$ cat src/jddm_pkg.sv
// Shared constants, types and helpers for the joystick differential drive mixer.
`default_nettype none

package jddm_pkg;

  // Packet admission
  localparam logic [7:0] GOOD_LENGTH  = 8'd12;
  localparam logic [7:0] GOOD_VERSION = 8'd2;

  // Joystick dead zone and span
  localparam int DZ_LOW    = 1800;
  localparam int DZ_HIGH   = 2200;
  localparam int AXIS_SPAN = 1200;

  // Datapath widths
  localparam int AXIS_W = 12;
  localparam int MAG_W  = 12;
  localparam int MM_W   = 15;
  localparam int PROD_W = MAG_W + MM_W;
  localparam int Q_W    = 17;
  localparam int SPD_W  = 16;

  // Reciprocal of AXIS_SPAN: exact floor division for any PROD_W-bit numerator
  localparam int          DIV_SHIFT  = PROD_W + 11;
  localparam logic [63:0] RECIP_WIDE =
    ((64'd1 << DIV_SHIFT) + 64'(AXIS_SPAN - 1)) / 64'(AXIS_SPAN);
  localparam int          RECIP_W    = PROD_W + 1;
  localparam logic [RECIP_W-1:0] RECIP = RECIP_WIDE[RECIP_W-1:0];
  localparam int          DIV_W      = PROD_W + RECIP_W;

  // Reset values of the configuration registers
  localparam logic [14:0] MAX_MANUAL_RST = 15'd100;
  localparam logic [14:0] MAX_SPEED_RST  = 15'd100;
  localparam logic [15:0] TIMEOUT_RST    = 16'd1000;

  typedef enum logic [1:0] {
    CFG_MAX_MANUAL = 2'd0,
    CFG_MAX_SPEED  = 2'd1,
    CFG_TIMEOUT    = 2'd2
  } cfg_idx_t;

  typedef enum logic [1:0] {
    ST_ACCEPTED    = 2'd0,
    ST_BAD_LENGTH  = 2'd1,
    ST_BAD_VERSION = 2'd2,
    ST_TICK        = 2'd3
  } status_t;

  // Dead-zone map of one raw axis sample to a signed offset of at most AXIS_SPAN
  function automatic logic signed [AXIS_W-1:0] axis_offset(input logic [AXIS_W-1:0] raw);
    logic [AXIS_W-1:0]        d;
    logic signed [AXIS_W-1:0] off;
    d   = '0;
    off = '0;
    if (raw < AXIS_W'(DZ_LOW)) begin
      d = AXIS_W'(DZ_LOW) - raw;
      if (d > AXIS_W'(AXIS_SPAN)) d = AXIS_W'(AXIS_SPAN);
      off = -$signed(d);
    end else if (raw > AXIS_W'(DZ_HIGH)) begin
      d = raw - AXIS_W'(DZ_HIGH);
      if (d > AXIS_W'(AXIS_SPAN)) d = AXIS_W'(AXIS_SPAN);
      off = $signed(d);
    end
    return off;
  endfunction

endpackage

`default_nettype wire

$ cat src/joystick_differential_drive_mixer_core.sv
// Top level: packet check, dead-zone mixing pipeline and link supervision state.
`default_nettype none

// Accepts one beat per cycle (a received packet or a millisecond tick) and returns
// one result beat for each, in order, after it passes through an input register, a
// register after the axis-by-scale multiply, a register after the reciprocal multiply
// that divides by the axis span, and the supervision state, which doubles as the result
// register. Throughput is one beat per clock; a stalled output backs up through the four
// stages, and each stage keeps taking beats while it has room. Configuration writes take
// effect at once and belong only to times when no beat is in flight.
module joystick_differential_drive_mixer_core (
  input  wire logic        clk,
  input  wire logic        rst_n,
  // configuration
  input  wire logic        cfg_we,
  input  wire logic [1:0]  cfg_index,
  input  wire logic [15:0] cfg_wdata,
  // input channel
  input  wire logic        in_valid,
  output logic             in_ready,
  input  wire logic        in_op,
  input  wire logic [7:0]  in_packet_length,
  input  wire logic [7:0]  in_version,
  input  wire logic [15:0] in_battery_mv,
  input  wire logic [7:0]  in_drive_mode,
  input  wire logic [11:0] in_x_raw,
  input  wire logic [11:0] in_y_raw,
  // result channel
  output logic               out_valid,
  input  wire logic          out_ready,
  output logic [1:0]         out_status,
  output logic signed [15:0] out_speed_left,
  output logic signed [15:0] out_speed_right,
  output logic               out_link_valid,
  output logic [15:0]        out_battery_out,
  output logic [7:0]         out_mode_out,
  output logic [31:0]        out_packet_count
);

  localparam int AxisW = jddm_pkg::AXIS_W;
  localparam int MagW  = jddm_pkg::MAG_W;
  localparam int ProdW = jddm_pkg::PROD_W;
  localparam int QW    = jddm_pkg::Q_W;
  localparam int DivW  = jddm_pkg::DIV_W;
  localparam int SpdW  = jddm_pkg::SPD_W;

  // ---------------- configuration ----------------
  logic [14:0] max_manual_r;
  logic [14:0] max_speed_r;
  logic [15:0] timeout_r;

  always_ff @(posedge clk) begin
    if (!rst_n) begin
      max_manual_r <= jddm_pkg::MAX_MANUAL_RST;
      max_speed_r  <= jddm_pkg::MAX_SPEED_RST;
      timeout_r    <= jddm_pkg::TIMEOUT_RST;
    end else if (cfg_we) begin
      unique case (cfg_index)
        jddm_pkg::CFG_MAX_MANUAL: max_manual_r <= cfg_wdata[14:0];
        jddm_pkg::CFG_MAX_SPEED:  max_speed_r  <= cfg_wdata[14:0];
        jddm_pkg::CFG_TIMEOUT:    timeout_r    <= cfg_wdata;
        default: ;
      endcase
    end
  end

  // ---------------- flow control ----------------
  logic v0_r, v1_r, v2_r, out_valid_r;
  logic out_free, s2_free, s1_free, s0_free, retire;

  assign out_free = !out_valid_r || out_ready;
  assign s2_free  = !v2_r || out_free;
  assign s1_free  = !v1_r || s2_free;
  assign s0_free  = !v0_r || s1_free;
  assign retire   = v2_r && out_free;
  assign in_ready = s0_free;

  always_ff @(posedge clk) begin
    if (!rst_n) begin
      v0_r        <= 1'b0;
      v1_r        <= 1'b0;
      v2_r        <= 1'b0;
      out_valid_r <= 1'b0;
    end else begin
      if (s0_free)  v0_r        <= in_valid;
      if (s1_free)  v1_r        <= v0_r;
      if (s2_free)  v2_r        <= v1_r;
      if (out_free) out_valid_r <= v2_r;
    end
  end

  // ---------------- stage 0: input register ----------------
  logic             op0_r;
  logic [7:0]       len0_r, ver0_r, mode0_r;
  logic [15:0]      bat0_r;
  logic [AxisW-1:0] x0_r, y0_r;

  always_ff @(posedge clk) begin
    if (s0_free) begin
      op0_r   <= in_op;
      len0_r  <= in_packet_length;
      ver0_r  <= in_version;
      bat0_r  <= in_battery_mv;
      mode0_r <= in_drive_mode;
      x0_r    <= in_x_raw;
      y0_r    <= in_y_raw;
    end
  end

  jddm_pkg::status_t        st0;
  logic signed [AxisW-1:0]  ox0, oy0;
  logic signed [AxisW:0]    lsum0, rsum0;
  logic [MagW-1:0]          lmag0, rmag0;

  always_comb begin
    if (op0_r)                            st0 = jddm_pkg::ST_TICK;
    else if (len0_r != jddm_pkg::GOOD_LENGTH)  st0 = jddm_pkg::ST_BAD_LENGTH;
    else if (ver0_r != jddm_pkg::GOOD_VERSION) st0 = jddm_pkg::ST_BAD_VERSION;
    else                                  st0 = jddm_pkg::ST_ACCEPTED;
  end

  assign ox0   = jddm_pkg::axis_offset(x0_r);
  assign oy0   = jddm_pkg::axis_offset(y0_r);
  assign lsum0 = (AxisW+1)'(oy0) - (AxisW+1)'(ox0);
  assign rsum0 = (AxisW+1)'(oy0) + (AxisW+1)'(ox0);
  assign lmag0 = lsum0[AxisW] ? MagW'(-lsum0) : MagW'(lsum0);
  assign rmag0 = rsum0[AxisW] ? MagW'(-rsum0) : MagW'(rsum0);

  // ---------------- stage 1: magnitude times scale ----------------
  jddm_pkg::status_t st1_r;
  logic [15:0]       bat1_r;
  logic [7:0]        mode1_r;
  logic [ProdW-1:0]  lprod1_r, rprod1_r;
  logic              lneg1_r, rneg1_r;

  always_ff @(posedge clk) begin
    if (s1_free) begin
      st1_r    <= st0;
      bat1_r   <= bat0_r;
      mode1_r  <= mode0_r;
      lprod1_r <= ProdW'(lmag0) * ProdW'(max_manual_r);
      rprod1_r <= ProdW'(rmag0) * ProdW'(max_manual_r);
      lneg1_r  <= lsum0[AxisW];
      rneg1_r  <= rsum0[AxisW];
    end
  end

  // round half away: floor((mag + span/2) / span) through the exact reciprocal
  logic [ProdW-1:0] lnum1, rnum1;
  logic [DivW-1:0]  ldiv1, rdiv1;

  assign lnum1 = lprod1_r + ProdW'(jddm_pkg::AXIS_SPAN / 2);
  assign rnum1 = rprod1_r + ProdW'(jddm_pkg::AXIS_SPAN / 2);
  assign ldiv1 = DivW'(lnum1) * DivW'(jddm_pkg::RECIP);
  assign rdiv1 = DivW'(rnum1) * DivW'(jddm_pkg::RECIP);

  // ---------------- stage 2: quotient ----------------
  jddm_pkg::status_t st2_r;
  logic [15:0]       bat2_r;
  logic [7:0]        mode2_r;
  logic [QW-1:0]     lq2_r, rq2_r;
  logic              lneg2_r, rneg2_r;

  always_ff @(posedge clk) begin
    if (s2_free) begin
      st2_r   <= st1_r;
      bat2_r  <= bat1_r;
      mode2_r <= mode1_r;
      lq2_r   <= ldiv1[jddm_pkg::DIV_SHIFT +: QW];
      rq2_r   <= rdiv1[jddm_pkg::DIV_SHIFT +: QW];
      lneg2_r <= lneg1_r;
      rneg2_r <= rneg1_r;
    end
  end

  logic [14:0]            lclamp2, rclamp2;
  logic signed [SpdW-1:0] lspd2, rspd2;

  assign lclamp2 = (lq2_r > QW'(max_speed_r)) ? max_speed_r : lq2_r[14:0];
  assign rclamp2 = (rq2_r > QW'(max_speed_r)) ? max_speed_r : rq2_r[14:0];
  assign lspd2   = lneg2_r ? -$signed({1'b0, lclamp2}) : $signed({1'b0, lclamp2});
  assign rspd2   = rneg2_r ? -$signed({1'b0, rclamp2}) : $signed({1'b0, rclamp2});

  // ---------------- supervision state / result register ----------------
  jddm_pkg::status_t      status_r;
  logic [31:0]            count_r, count_nxt;
  logic [15:0]            age_r, age_nxt, age_inc;
  logic                   link_r, link_nxt;
  logic [15:0]            bat_r, bat_nxt;
  logic [7:0]             mode_r, mode_nxt;
  logic signed [SpdW-1:0] left_r, left_nxt, right_r, right_nxt;

  assign age_inc = (age_r == 16'hFFFF) ? age_r : age_r + 16'd1;

  always_comb begin
    count_nxt = count_r;
    age_nxt   = age_r;
    link_nxt  = link_r;
    bat_nxt   = bat_r;
    mode_nxt  = mode_r;
    left_nxt  = left_r;
    right_nxt = right_r;
    case (st2_r)
      jddm_pkg::ST_TICK: begin
        age_nxt = age_inc;
        // drop the link once the age passes the timeout
        if (link_r && (age_inc > timeout_r)) link_nxt = 1'b0;
      end
      jddm_pkg::ST_ACCEPTED: begin
        count_nxt = count_r + 32'd1;
        age_nxt   = '0;
        link_nxt  = 1'b1;
        bat_nxt   = bat2_r;
        mode_nxt  = mode2_r;
        left_nxt  = lspd2;
        right_nxt = rspd2;
      end
      default: ;
    endcase
  end

  always_ff @(posedge clk) begin
    if (!rst_n) begin
      count_r  <= '0;
      age_r    <= '0;
      link_r   <= 1'b0;
      bat_r    <= '0;
      mode_r   <= '0;
      left_r   <= '0;
      right_r  <= '0;
      status_r <= jddm_pkg::ST_ACCEPTED;
    end else if (retire) begin
      count_r  <= count_nxt;
      age_r    <= age_nxt;
      link_r   <= link_nxt;
      bat_r    <= bat_nxt;
      mode_r   <= mode_nxt;
      left_r   <= left_nxt;
      right_r  <= right_nxt;
      status_r <= st2_r;
    end
  end

  assign out_valid        = out_valid_r;
  assign out_status       = status_r;
  assign out_speed_left   = left_r;
  assign out_speed_right  = right_r;
  assign out_link_valid   = link_r;
  assign out_battery_out  = bat_r;
  assign out_mode_out     = mode_r;
  assign out_packet_count = count_r;

`ifndef NO_ASSERTIONS
  a_reject_keeps_count: assert property (@(posedge clk) disable iff (!rst_n)
    (retire && (st2_r == jddm_pkg::ST_BAD_LENGTH || st2_r == jddm_pkg::ST_BAD_VERSION))
    |=> $stable(count_r) && $stable(left_r) && $stable(link_r))
    else $error("rejected packet changed supervision state");

  a_accept_sets_link: assert property (@(posedge clk) disable iff (!rst_n)
    (retire && st2_r == jddm_pkg::ST_ACCEPTED)
    |=> link_r && (age_r == 16'd0) && (count_r == $past(count_r) + 32'd1))
    else $error("accepted packet did not refresh link");

  a_age_saturates: assert property (@(posedge clk) disable iff (!rst_n)
    (retire && st2_r == jddm_pkg::ST_TICK && age_r == 16'hFFFF) |=> (age_r == 16'hFFFF))
    else $error("age counter wrapped");
`endif

endmodule

`default_nettype wire
$ cat config.mk
export PLATFORM = sky130hd
export DESIGN_NAME = joystick_differential_drive_mixer_core
export DESIGN_NICKNAME = d
export VERILOG_FILES = /design/src/jddm_pkg.sv /design/src/joystick_differential_drive_mixer_core.sv
export SDC_FILE = /design/constraint.sdc
export NUM_CORES = 2
export LEC_CHECK = 0
export BUFFER_PORTS_ARGS = -buffer_cell sky130_fd_sc_hd__buf_2
export CORE_ASPECT_RATIO = 0.75
export CORE_UTILIZATION = 40
export CTS_BUF_LIST = sky130_fd_sc_hd__clkbuf_2
export DETAILED_ROUTE_END_ITERATION = 12
export PLACE_DENSITY = 0.57
export SETUP_SLACK_MARGIN = 0.05
export SLEW_MARGIN = 20
export SYNTH_ARGS = -nofsm -noshare
export SYNTH_HDL_FRONTEND = slang
export SYNTH_SLANG_ARGS = --single-unit
$ cat constraint.sdc
create_clock -name clk -period 14.96 [get_ports clk]
set_clock_uncertainty 0.2 [all_clocks]
set_input_delay 1.496 -clock clk [delete_from_list [all_inputs] [get_ports clk]]
set_output_delay 1.496 -clock clk [all_outputs]
set_load 0.02 [all_outputs]
======== Word level (Yosys, flattened, before mapping) ========
Index checks and enable logic that the tools add are counted.
word-level totals
  logic and storage cells ................. 117
  output and inout port bits .............. 93
  input bits .............................. 88
  flip-flop bits (word level) ............. 366
cells by class
  mux-type cells .......................... 22
  reduce and logical (&&, ||, !) cells .... 20
  equality and inequality tests ........... 7
  multipliers ............................. 4
  add/subtract/negate cells ............... 16
  $lt $le $gt $ge ......................... 11
operators with widths
  kind                    number
  $mux 12                 12
  $mul 27x28->55 const B  2
  $add 27x10->27 const B  2
  $mul 12x15->27          2
  $gt 12x11->1 const B    4
  $mux 16                 3
  $neg 12->12             4
  $gt 17x15->1            2
  $add 32x1->32 const B   1
  $neg 15->16             2
  $pmux 16 s2             1
  $mux 15                 2
  $gt 12x12->1 const B    2
  $lt 12x11->1 const B    2
  $sub 11x12->12 const A  2
  $sub 12x12->12 const B  2
  $add 16x1->16 const B   1
  $eq 16x16->1 const B    1
  $gt 16x16->1            1
  $add 12x12->13          1
  $sub 12x12->13          1
  $reduce_and 2->1        5
  $ne 8x2->1 const B      1
  $ne 8x4->1 const B      1
  other kinds (13)        23

======== Longest topological paths before layout ========
  depth in word-level cells ............... 10
  gate-level depth with buffers ........... 52
  depth with buffers taken out ............ 49

======== Worst setup path before layout ========
No wires, ideal clock.
  kind .................................... register to register
  from .................................... reg y0_r[0]
  to ...................................... reg rprod1_r[25] (data pin)
  arrival ................................. 10.169 ns
  stages on the path, launching flop included .. 45
  slack ................................... 4.325 ns
  library setup time ...................... 0.266 ns
  path buffers ............................ 3
  period minus slack after synthesis ...... 10.635 ns
  required time ........................... 14.494 ns
  cell sequence ........................... edfxtp_1 > clkbuf_1 > inv_1 > ha_1 > nor2b_1 > nor2_1 > nor4_4 > a21oi_1 > o32ai_2 > a21o_1 > buf_2 > nand2_1 > ha_1 > a211o_1 > o2bb2ai_1 > a22o_1 > ha_1 > nor2b_1 > (+9 left out) > nand2_1 > fa_1 > fa_1 > fa_1 > fa_1 > fa_1 > inv_1 > ha_1 > a21o_1 > a21o_1 > nor3_1 > a21oi_1 > a41o_1 > nor4_1 > nor3_1 > a41o_1 > o41ai_1 > xnor2_1
on the way
  cells in the longest elaborated chain, start to end .. 10
  elaborated cells on any way between the ends .. 16
  classes of those cells .................. add/sub: 5; mul: 1; order compare: 4; mux: 6
RTL lines
  element                   line                                           RTL
  start: declaration        joystick_differential_drive_mixer_core.sv:96   logic [AxisW-1:0] x0_r, y0_r;
  start signal: assignment  joystick_differential_drive_mixer_core.sv:106  y0_r <= in_y_raw;
  $sub 11x12->12            jddm_pkg.sv:56                                 d = AXIS_W'(DZ_LOW) - raw;
  $gt 12x11->1              jddm_pkg.sv:57                                 if (d > AXIS_W'(AXIS_SPAN)) d = AXIS_W'(AXIS_SPAN);
  $mux 12                   jddm_pkg.sv:57
  $mux 12                   jddm_pkg.sv:55                                 if (raw < AXIS_W'(DZ_LOW)) begin
  $neg 12->12               jddm_pkg.sv:58                                 off = -$signed(d);
  $mux 12 (*)               jddm_pkg.sv:55
  $add 12x12->13 (*)        joystick_differential_drive_mixer_core.sv:125  assign rsum0 = (AxisW+1)'(oy0) + (AxisW+1)'(ox0);
  $neg 12->12               joystick_differential_drive_mixer_core.sv:127  assign rmag0 = rsum0[AxisW] ? MagW'(-rsum0) : MagW'(rsum0);
  $mux 12 (*)               joystick_differential_drive_mixer_core.sv:127
  $mul 12x15->27 (*)        joystick_differential_drive_mixer_core.sv:142  rprod1_r <= ProdW'(rmag0) * ProdW'(max_manual_r);
  end signal: assignment    joystick_differential_drive_mixer_core.sv:142
  end: declaration          joystick_differential_drive_mixer_core.sv:133  logic [ProdW-1:0] lprod1_r, rprod1_r;
Mark *: on every way between the ends. The rest lies on a longest branch, timed or not. The select of a mux whose other input is x is not followed.
A chain may end at the register's enable or synchronous reset.

======== Worst setup path in the final report ========
  from .................................... reg x0_r[0]
  to ...................................... reg rprod1_r[25] (data pin)
on the way
  elaborated cells on any way between the ends .. 16
  classes of those cells .................. add/sub: 5; mul: 1; order compare: 4; mux: 6
RTL lines
  element                   line                                           RTL
  start: declaration        joystick_differential_drive_mixer_core.sv:96
  start signal: assignment  joystick_differential_drive_mixer_core.sv:105  x0_r <= in_x_raw;
  $sub 11x12->12            jddm_pkg.sv:56
  $gt 12x11->1              jddm_pkg.sv:57
  $mux 12                   jddm_pkg.sv:57
  $mux 12                   jddm_pkg.sv:55
  $neg 12->12               jddm_pkg.sv:58
  $mux 12 (*)               jddm_pkg.sv:55
  $add 12x12->13 (*)        joystick_differential_drive_mixer_core.sv:125
  named net rsum0[12]       joystick_differential_drive_mixer_core.sv:112  logic signed [AxisW:0] lsum0, rsum0;
  $mux 12 (*)               joystick_differential_drive_mixer_core.sv:127
  $mul 12x15->27 (*)        joystick_differential_drive_mixer_core.sv:142
The timed path passes the listed nets; every way through them passes the cells marked *. The select of a mux whose other input is x is not followed.

==> impl_metrics.ini <==
[cells_and_area]
nets = 7454
fill_cells = 13104
multiInputGateArea_mm2 = 0.0388
drive_gt1_share_pct = 7.44
flow.area_growth_from_synthesis_pct = 7.58
regArea_mm2 = 0.00939

[job]
drv_cap = 0

[routing]
wl_mm = 142
num_vias = 38242
wl_per_cell_um = 18.6
final_antenna_net_count = 0
drt-pass1-iter-count = 5
drc = 0
viasPerCell = 5.01
drt_iter0_markers = 2601

[clock_network]
clock-sinks = 365
cts-buffers-inserted = 89
clockBufferDepth = 3
cts_tree = done
clock_latency_ps = 1300
ctsRootBufferMaster = clkbuf_2
clk_pin_slew_worst_paths_ps = 110
cts_setup_buffers = 0
htreeDepth = 3

[critical_path]
r2r_slack_ps = 3070
regToRegStartpoint = x0_r[0]
critPathMostFrequentCell = fa_1
worstSetupEndpointType = flop
r2r-end = rprod1_r[25]
cp_max_fo = 15
cp_slowest_cell = fa_1
crit_buf_inv = 4
start_kind = flop
r2r_cells = 44
setup.worst_path.class = reg -> reg
cp_top_family = compound AO/OA/AOI/OAI gates
crit_arrival_ps = 12720
worst_path_largest_cell_delay_ps = 550
crit_required_ps = 15800

[place]
port_buffers = 180
gp_congestion = 0.940
dp_hpwl_mm = 121

[global_route]
antenna_found_initial = 4
grt_pass1_vias = 38610
grt_usage_pct = 21.3
grt.overflow.total = 0
grt_max_degree = 102
grt_first_pass_wirelength_mm = 223

[sta]
clock.fmax_mhz = 84.1
final_hold_viol_count = 0
period_minus_slack_ps = 11890
grt_setup_unrepaired = no
fin_crit_sh_pct = 79.5
finalSetupViolations = 0
maxSlewViolCount = 0
slew_headroom_pct = 24.4
finalSetupTns_ps = 0
tightest_slew_ps = 1130

[logic_synthesis]
synth_seq_area_share_pct = 17.5
synth.distinct_cells = 93
async_reset_ff_share_pct = 0
synth_adder_area_share_pct = 47.7
synth-seq-cells = 365
syn_nets = 7250
netlist_area_mm2 = 0.0537
yosys_warnings = 0
synth_top_family_by_area = adder cells
synthCells = 5600
syn_avg_cell_area_um2 = 9.58
synth_edf_count = 208
synth_mux_area_share_pct = 0.441
ys.flop_type = edfxtp_1
synth_xor_area_share_pct = 4.13
synthSimpleGateAreaFrac_pct = 11.7
synth_compound_area_share_pct = 8.15

[floorplan]
fp.dieW_um = 425
initial_core_util_pct = 40.6
num_rows = 115
dieHeight_um = 319
ioPinCount = 181
core_area_mm2 = 0.132
die_area_mm2 = 0.136

[status]
status = complete, no violations

[hold_path]
min_path_type = reg -> reg
hold_path_end = mode2_r[5]
hold_depth = 0
hold_start = mode1_r[5]
layer usage:
layer	share of wire (%)	routed length [um]	vias to the layer above	global-route usage, %
li1	-	-	18206	-
met1	51	71900	18901	33.2
met2	40	56700	1028	29.3
met3	8.3	11800	105	5.84
met4	1.2	1660	2	2.99
met5	0.049	69	-	0.390
timing repair:
item                                    in CTS  in global routing
endpoints found under the setup margin       0                  0
hold endpoints to repair                    14                  0
gates resized for setup                      0                  0
hold buffers                                14                  0
logic make-up (layout without fill, tap and decap cells):
| logic type | Yosys count | count (layout) |
|---|---|---|
| AO/OA/AOI/OAI | 650 | 650 |
| AND/OR/NAND/NOR | 1270 | 1270 |
| flip-flops | 365 | 365 |
| XOR/XNOR | 252 | 252 |
| buffers and inverters | 1478 | 1752 |
| adder cells (fa/ha/maj) | 1562 | 1562 |
| other | 0 | 7 |
| multiplexers | 23 | 23 |
placed cells by master, fill, tap and decap left out, types with 16 or more instances in the layout:
master / synthesis / routed
a31oi_1: 19 / 19
o21bai_1: 16 / 16
or3_1: 25 / 24
xor2_1: 73 / 72
a21boi_0: 78 / 78
clkbuf_2: 0 / 133
or2_2: 16 / 16
a21oi_1: 166 / 166
and2_1: 158 / 158
fa_1: 808 / 808
a21o_1: 44 / 44
nor2b_1: 80 / 80
and3_1: 44 / 44
ha_1: 754 / 754
nand2b_1: 47 / 47
inv_1: 1342 / 1341
dfxtp_1: 157 / 157
edfxtp_1: 208 / 208
nor3_1: 63 / 63
buf_4: 2 / 54
o21a_1: 32 / 32
buf_2: 18 / 179
nor2_1: 179 / 178
o21ai_0: 111 / 110
nand2_1: 470 / 468
a211oi_1: 21 / 21
nand3_1: 81 / 81
xnor2_1: 178 / 174
mux2i_1: 18 / 18
o211ai_1: 31 / 31
nand4_1: 40 / 40
synthesized netlist by cell type (all sizes together), types with 47 or more instances:
cell | count | share of area [%]
nor3 | 63 | 0.59
xnor2 | 178 | 2.9
dfxtp | 157 | 5.9
edfxtp | 208 | 12
a21boi | 78 | 1.1
nand2b | 47 | 0.55
nor2 | 179 | 1.3
nand3 | 81 | 0.76
nor2b | 80 | 0.93
fa | 808 | 30
clkbuf | 109 | 0.76
a21oi | 169 | 1.6
xor2 | 74 | 1.2
ha | 754 | 18
o21ai | 119 | 1.1
and2 | 158 | 1.8
inv | 1343 | 9.4
nand2 | 470 | 3.3
flip-flops by register name, indices dropped and copies added, names as in the netlist, 17 cells and up:
name and count:
lprod1_r 27, out_packet_count 32, lq2_r 17, rprod1_r 26, rq2_r 17
metrics by stage:
step	hold slack (ps)	setup slack, ps	util, %	std cells	instance area (um2)
2_1_floorplan	200	4320	-	5600	53700
3_3_place_gp	201	3370	42.9	7454	56700
3_5_place_dp	205	3070	42.9	7454	56700
4_1_cts	88.4	3120	43.7	7629	57700
5_1_grt	50.2	2160	43.7	7635	57700
6_report	213	3070	43.7	7636	57700
final cells by class:
cell class | instances | share of cell area [%]
Multi-Input combinational cell | 3757 | 67.1
Sequential cell | 365 | 16.3
Inverter | 1344 | 8.74
Tap cell | 1755 | 3.80
Timing Repair Buffer | 247 | 2.50
Clock buffer | 133 | 1.15
Clock inverter | 28 | 0.371
Antenna cell | 7 | 0.0303
worst max path at each step:
| stage | startpoint | end | slack [ps] | cells past startpoint |
|---|---|---|---|---|
| floorplan | y0_r[0] | rprod1_r[25] | 4320 | 44 |
| global placement | y0_r[0] | rprod1_r[25] | 3370 | 41 |
| detailed placement | y0_r[0] | rprod1_r[25] | 3070 | 41 |
| CTS | y0_r[0] | rprod1_r[25] | 3120 | 41 |
| global route | x0_r[0] | rprod1_r[25] | 2160 | 44 |
| finish | x0_r[0] | rprod1_r[25] | 3070 | 44 |
Power is left out: the tool's default activity adds up to more than one toggle a clock period on the data nets, which glitch-free logic cannot reach.
